==> src/sv/ptdm_pkg.sv <==
// ---------------------------------------------------------------------------
// Periodic task deadline monitor package
// Opcodes, constants and the record types shared by the monitor modules.
// ---------------------------------------------------------------------------
`default_nettype none

package ptdm_pkg;

  localparam int unsigned MS_W       = 32;
  localparam int unsigned US_W       = 63;
  localparam int unsigned CNT_W      = 32;
  localparam int unsigned CFG_W      = 32;
  localparam int unsigned CFG_IDX_W  = 2;
  // A deadline in ms times 1000 fits in 42 bits.
  localparam int unsigned DL_US_W    = 42;
  localparam logic [DL_US_W-1:0] US_PER_MS = DL_US_W'(1000);

  typedef logic [1:0] opcode_t;
  localparam opcode_t OP_CLEAR = 2'd0;
  localparam opcode_t OP_CHECK = 2'd1;
  localparam opcode_t OP_BEGIN = 2'd2;
  localparam opcode_t OP_END   = 2'd3;

  typedef logic [CFG_IDX_W-1:0] cfg_idx_t;
  localparam cfg_idx_t REG_SET_INTERVAL = 2'd0;
  localparam cfg_idx_t REG_SET_DEADLINE = 2'd1;
  localparam cfg_idx_t REG_FB_INTERVAL  = 2'd2;
  localparam cfg_idx_t REG_FB_DEADLINE  = 2'd3;

  typedef struct packed {
    logic [CFG_W-1:0] set_interval_ms;
    logic [CFG_W-1:0] set_deadline_ms;
    logic [CFG_W-1:0] fallback_interval_ms;
    logic [CFG_W-1:0] fallback_deadline_ms;
  } cfg_t;

  typedef struct packed {
    opcode_t         opcode;
    logic [MS_W-1:0] now_ms;
    logic [US_W-1:0] now_us;
  } item_t;

  typedef struct packed {
    logic [CNT_W-1:0]   run_counter;
    logic [MS_W-1:0]    last_dispatch_time;
    logic [DL_US_W-1:0] deadline_us;
    logic [US_W-1:0]    run_start_us;
    logic [CNT_W-1:0]   latest_duration;
    logic [CNT_W-1:0]   peak_duration;
    logic [CNT_W-1:0]   miss_counter;
  } state_t;

  typedef struct packed {
    logic             is_due;
    logic             missed;
    logic             log_miss;
    logic [CNT_W-1:0] runs_done;
    logic [CNT_W-1:0] last_run_us;
    logic [CNT_W-1:0] longest_run_us;
    logic [CNT_W-1:0] misses;
  } result_t;

endpackage

`default_nettype wire

==> src/sv/ptdm_eval.sv <==
// ---------------------------------------------------------------------------
// Periodic task deadline monitor event evaluation
// Computes the next statistics state and the result record for one event.
// ---------------------------------------------------------------------------
`default_nettype none

module ptdm_eval (
  input  ptdm_pkg::cfg_t    cfg,
  input  ptdm_pkg::item_t   item,
  input  ptdm_pkg::state_t  state,
  output ptdm_pkg::state_t  state_next,
  output ptdm_pkg::result_t result
);

  logic [ptdm_pkg::CFG_W-1:0] interval;
  logic [ptdm_pkg::CFG_W-1:0] deadline;
  logic [ptdm_pkg::MS_W-1:0]  elapsed_ms;
  logic [ptdm_pkg::US_W-1:0]  span_us;
  logic [ptdm_pkg::CNT_W-1:0] duration;
  logic                       due;
  logic                       miss;

  always_comb begin
    interval = (cfg.set_interval_ms != '0) ? cfg.set_interval_ms : cfg.fallback_interval_ms;
    deadline = (cfg.set_deadline_ms != '0) ? cfg.set_deadline_ms : cfg.fallback_deadline_ms;
    elapsed_ms = item.now_ms - state.last_dispatch_time;

    // Runs that end before they start measure zero; long runs saturate.
    span_us = (item.now_us > state.run_start_us) ? (item.now_us - state.run_start_us) : '0;
    duration = (span_us[ptdm_pkg::US_W-1:ptdm_pkg::CNT_W] != '0) ? '1
             : span_us[ptdm_pkg::CNT_W-1:0];

    state_next = state;
    due = 1'b0;
    miss = 1'b0;

    unique case (item.opcode)
      ptdm_pkg::OP_CLEAR: begin
        state_next.run_counter        = '0;
        state_next.last_dispatch_time = '0;
        state_next.deadline_us        = '0;
        state_next.latest_duration    = '0;
        state_next.peak_duration      = '0;
        state_next.miss_counter       = '0;
      end
      ptdm_pkg::OP_CHECK: begin
        state_next.deadline_us = ptdm_pkg::DL_US_W'(deadline) * ptdm_pkg::US_PER_MS;
        if (state.run_counter == '0 || elapsed_ms >= interval) begin
          state_next.last_dispatch_time = item.now_ms;
          due = 1'b1;
        end
      end
      ptdm_pkg::OP_BEGIN: begin
        state_next.run_start_us = item.now_us;
      end
      ptdm_pkg::OP_END: begin
        state_next.run_counter     = state.run_counter + ptdm_pkg::CNT_W'(1);
        state_next.latest_duration = duration;
        if (duration > state.peak_duration) begin
          state_next.peak_duration = duration;
        end
        // A zero latched deadline disables miss detection.
        if (state.deadline_us != '0 && ptdm_pkg::DL_US_W'(duration) > state.deadline_us) begin
          state_next.miss_counter = state.miss_counter + ptdm_pkg::CNT_W'(1);
          miss = 1'b1;
        end
      end
      default: begin
        state_next = state;
      end
    endcase

    result.is_due         = due;
    result.missed         = miss;
    result.log_miss       = $onehot(state_next.miss_counter);
    result.runs_done      = state_next.run_counter;
    result.last_run_us    = state_next.latest_duration;
    result.longest_run_us = state_next.peak_duration;
    result.misses         = state_next.miss_counter;
  end

endmodule

`default_nettype wire

==> src/sv/periodic_task_deadline_monitor_unit.sv <==
// An accepted event passes through the input register, is evaluated, and its result
// is presented from the result register.
// Throughput: one event per cycle unless the output stalls; one statistics update per event.
// A result waiting in the output register does not block the next event from
// entering the input register; only a full pipeline with the output stalled holds off input.
// Reset (rst, synchronous, active high) clears the configuration, the statistics and
// the run start time, and empties both pipeline registers.
// ---------------------------------------------------------------------------
// Periodic task deadline monitor unit
// Tracks dispatch timing, run durations and deadline misses of one periodic task.
// ---------------------------------------------------------------------------
`default_nettype none

module periodic_task_deadline_monitor_unit (
  input  wire logic        clk,
  input  wire logic        rst,
  // Configuration write port.
  input  wire logic        cfg_wen,
  input  wire logic [1:0]  cfg_index,
  input  wire logic [31:0] cfg_wdata,
  // Event channel.
  input  wire logic        in_valid,
  output logic             in_ready,
  input  wire logic [1:0]  opcode,
  input  wire logic [31:0] now_ms,
  input  wire logic [62:0] now_us,
  // Result channel.
  output logic             out_valid,
  input  wire logic        out_ready,
  output logic             is_due,
  output logic             missed,
  output logic             log_miss,
  output logic [31:0]      runs_done,
  output logic [31:0]      last_run_us,
  output logic [31:0]      longest_run_us,
  output logic [31:0]      misses
);

  // Configuration registers.
  ptdm_pkg::cfg_t cfg;

  always_ff @(posedge clk) begin
    if (rst) begin
      cfg <= '0;
    end else if (cfg_wen) begin
      unique case (cfg_index)
        ptdm_pkg::REG_SET_INTERVAL: cfg.set_interval_ms      <= cfg_wdata;
        ptdm_pkg::REG_SET_DEADLINE: cfg.set_deadline_ms      <= cfg_wdata;
        ptdm_pkg::REG_FB_INTERVAL:  cfg.fallback_interval_ms <= cfg_wdata;
        ptdm_pkg::REG_FB_DEADLINE:  cfg.fallback_deadline_ms <= cfg_wdata;
        default:                    cfg <= cfg;
      endcase
    end
  end

  // Input register. It takes a new transfer whenever it is empty or its
  // current event is being evaluated in this cycle.
  logic            item_valid;
  ptdm_pkg::item_t item;
  logic            advance;

  // The held event is evaluated when the result register is free or drains now.
  assign advance  = item_valid && (!out_valid || out_ready);
  assign in_ready = !item_valid || advance;

  always_ff @(posedge clk) begin
    if (rst) begin
      item_valid <= 1'b0;
    end else if (in_ready) begin
      item_valid <= in_valid;
    end
  end

  always_ff @(posedge clk) begin
    if (in_valid && in_ready) begin
      item.opcode <= opcode;
      item.now_ms <= now_ms;
      item.now_us <= now_us;
    end
  end

  // Statistics state, updated once per evaluated event.
  ptdm_pkg::state_t  state;
  ptdm_pkg::state_t  state_next;
  ptdm_pkg::result_t result_next;
  ptdm_pkg::result_t result;

  ptdm_eval u_eval (
    .cfg        (cfg),
    .item       (item),
    .state      (state),
    .state_next (state_next),
    .result     (result_next)
  );

  always_ff @(posedge clk) begin
    if (rst) begin
      state <= '0;
    end else if (advance) begin
      state <= state_next;
    end
  end

  // Result register: holds one result until the consumer takes it.
  always_ff @(posedge clk) begin
    if (rst) begin
      out_valid <= 1'b0;
    end else if (advance) begin
      out_valid <= 1'b1;
    end else if (out_ready) begin
      out_valid <= 1'b0;
    end
  end

  always_ff @(posedge clk) begin
    if (advance) begin
      result <= result_next;
    end
  end

  assign is_due         = result.is_due;
  assign missed         = result.missed;
  assign log_miss       = result.log_miss;
  assign runs_done      = result.runs_done;
  assign last_run_us    = result.last_run_us;
  assign longest_run_us = result.longest_run_us;
  assign misses         = result.misses;

endmodule

`default_nettype wire

==> config.mk <==
export PLATFORM = sky130hd
export DESIGN_NAME = periodic_task_deadline_monitor_unit
export DESIGN_NICKNAME = d
export VERILOG_FILES = /design/src/sv/ptdm_pkg.sv /design/src/sv/ptdm_eval.sv /design/src/sv/periodic_task_deadline_monitor_unit.sv
export SDC_FILE = /design/constraint.sdc
export NUM_CORES = 2
export LEC_CHECK = 0
export ABC_CLOCK_PERIOD_IN_PS = 26400
export BUFFER_PORTS_ARGS = -buffer_cell sky130_fd_sc_hd__buf_2
export CORE_MARGIN = 5
export CORE_UTILIZATION = 50
export DETAILED_ROUTE_END_ITERATION = 16
export GPL_TIMING_DRIVEN = 0
export PLACE_DENSITY = 0.68
export SYNTH_ARGS = -nofsm -noshare
export SYNTH_HDL_FRONTEND = slang
export SYNTH_SLANG_ARGS = --single-unit
==> constraint.sdc <==
create_clock -name clk -period 26.4 [get_ports clk]
set_clock_uncertainty 0.15 [all_clocks]
set_input_delay 3.96 -clock clk [delete_from_list [all_inputs] [get_ports clk]]
set_output_delay 3.96 -clock clk [all_outputs]
set_load 0.02 [all_outputs]
==> metrics.cfg <==
[worst_hold_path]
worstHoldPathType=flip-flop to flip-flop

[drt]
drt_iter0_drc=2392
remaining_drc_errors=0
first_pass_iters=5
vias=32400
drt-vias-per-instance=5.68
postRouteWirelength_um=106000
wire_per_inst_um=18.6
drtAntennaViolNets=0

[power]
p_leak_nw=17.2
power_density_nw_per_um2=58.4
irDropWorstVdd_v=0.0000403

[timing]
min_period_ps=13890
timing.final.crit_share=0.526
hold_violations=0
drv_slew=0
rsz0062_at_grt=false
finalSetupTns_ps=0
relSlewSlack=0.225
tightest_slew_ps=1150
clock.fmax_mhz=72.0
setup_viol=0

[clock_network]
cts_hold_buf=0
cts_htree_levels=3
cts_buffers=70
postCtsSetupRepairBufs=0
cts_tree=built
clock_path_buffers=3
clk_pin_slew_ps=60
clock-sinks=620
cts-root-buf=clkbuf_16
clk_latency_ps=620
cts-resized-gates=0

[synth]
synthCells=4280
syn-cell-area_sq_um=38600
ys_ff_latch=620
synth_edf_count=228
syn_avg_cell_area_sq_um=9.01
yosysSeqAreaShare=0.381
synth_fp_nets=4865
synth_ff_type=dfxtp_1
synthArstFlopShare=0
ys_types=101
yosys_warnings=0

[finish]
drive_gt1_frac=0.102
fillers=6970
final_util=0.573
multiInputGateArea_sq_um=22000
finalNetCount=5208
seqCellArea_sq_um=14700
area_growth_pct=13.2

[grt]
gr-usage-all-layers=0.250
antenna_found_initial=5
grt_start_max_net_pins=73
grt_overflow=0
grt_pass1_vias=30600
grt_first_pass_wirelength_um=168000

[floorplan]
num_rows=101
start_util=0.506
coreArea_sq_um=76200
ios=269
die_width_um=288
dieArea_sq_um=82800
die_h_um=288

[critical_path]
path_common_cell=inv_1
critPathMaxFanout=10
critical-path-top-delay-family=simple AND/OR/NAND/NOR gates
slowest_delay_ps=730
worst-path-buf-inv=11
critPathKind=flip-flop to flip-flop
crit_path_end_kind=flip-flop
critPathArrivalTime_ps=14170
cp_slowest_cell=o311ai_0
start_kind=flip-flop
worstPathRequired_ps=26680

[job]
drv_cap=0

[placed_design]
gp_congestion=0.960
hpwl_um=82800
io_buffer_count=268

[status]
outcome=completed

## sequential cells by signal, summed over array words and instances, names as in the netlist
signal          count
state             262
cfg               128
item               97
last_run_us        32
longest_run_us     32
misses             32
runs_done          32
is_due              1
item_valid          1
log_miss            1
missed              1
out_valid           1
## per-layer routing
| metal | vias to the layer above | track usage | share of wire |
|---|---|---|---|
| li1 | 15800 | - | - |
| met1 | 15400 | 0.350 | 0.45 |
| met2 | 954 | 0.402 | 0.46 |
| met3 | 203 | 0.0458 | 0.069 |
| met4 | 10 | 0.0668 | 0.026 |
| met5 | - | 0 | 0.00073 |
## area by class of cell
type	count	share of cell area
timing repair buffer	271	0.0324
antenna	2	0.000115
sequential	620	0.336
clock inverter	30	0.00862
buffer	196	0.0188
clock buffer	97	0.0458
tap	1030	0.0295
multi-input combinational	3168	0.503
inverter	296	0.0254
## cells in the mapped netlist, types with 28 or more instances
cell type / number / area share
o2bb2ai_1: 29 / 0.0066
dfxtp_1: 392 / 0.20
and3_1: 36 / 0.0058
a22o_1: 40 / 0.0091
o21ai_1: 78 / 0.010
xor2_1: 57 / 0.013
a21oi_1: 428 / 0.056
fa_1: 146 / 0.076
xnor2_1: 64 / 0.015
o21ai_0: 131 / 0.017
nand2b_1: 47 / 0.0076
clkbuf_1: 158 / 0.015
a21o_1: 123 / 0.024
or3_1: 28 / 0.0045
nand2_1: 737 / 0.072
edfxtp_1: 228 / 0.18
nand3_1: 81 / 0.011
nor2b_1: 28 / 0.0045
nor4_1: 51 / 0.0083
inv_1: 294 / 0.029
nand4_1: 69 / 0.011
nor2_1: 224 / 0.022
nor3_1: 63 / 0.0082
and2_1: 28 / 0.0045
ha_1: 303 / 0.098
o211ai_1: 31 / 0.0060
## worst register-to-register path: cells and delay by family (launching register included)
| kind | cells | cell delay, ps |
|---|---|---|
| simple gates | 15 | 4250 |
| flops | 1 | 440 |
| fa+ha+maj | 11 | 3990 |
| buf+inv | 11 | 1340 |
| compound gates | 9 | 3580 |
## final timing paths
kind	start	endpoint	slack [ps]	cells past startpoint
min	state[69]	state[69]	300	2
min reg2reg	state[69]	state[69]	300	2
max	item[0]	log_miss	12510	46
max reg2reg	item[0]	log_miss	12510	46
## cells by family after synthesis
logic type      Yosys count  synth area share
fa+ha+maj               449             0.174
buf+inv                 492            0.0500
flops                   620             0.381
xor+xnor                121            0.0275
simple gates           1465             0.174
compound gates         1113             0.188
mux                      20           0.00529
## report_power, final
| group | internal [mW] | total, mW | switching [mW] |
|---|---|---|---|
| clock network | 0.609 | 1.01 | 0.402 |
| logic | 0.177 | 0.494 | 0.317 |
| registers | 1.03 | 1.05 | 0.0189 |
## cell usage in the layout (no fill, tap or decap), types with 69 or more instances in the layout
master / instances
a21o_1: 123
a21oi_1: 428
buf_2: 287
clkbuf_1: 169
clkbuf_16: 71
dfxtp_1: 392
edfxtp_1: 228
fa_1: 146
ha_1: 303
inv_1: 294
nand2_1: 737
nand3_1: 81
nand4_1: 69
nor2_1: 224
o21ai_0: 131
o21ai_1: 78
## through the flow
| step | hold WS (ps) | cell area (sq um) | power, mW | std cells | setup WS [ps] |
|---|---|---|---|---|---|
| 2_1_floorplan | 275 | 38600 | 1.41 | 4280 | 15890 |
| 3_3_place_gp | 283 | 41200 | 1.55 | 5578 | 12210 |
| 3_5_place_dp | 291 | 41300 | 1.56 | 5581 | 12170 |
| 4_1_cts | 299 | 43700 | 2.57 | 5708 | 12100 |
| 5_1_grt | 316 | 43700 | 2.67 | 5708 | 11840 |
| 6_report | 298 | 43700 | 2.55 | 5710 | 12510 |
Note: power is estimated with default switching activity, not from simulation.
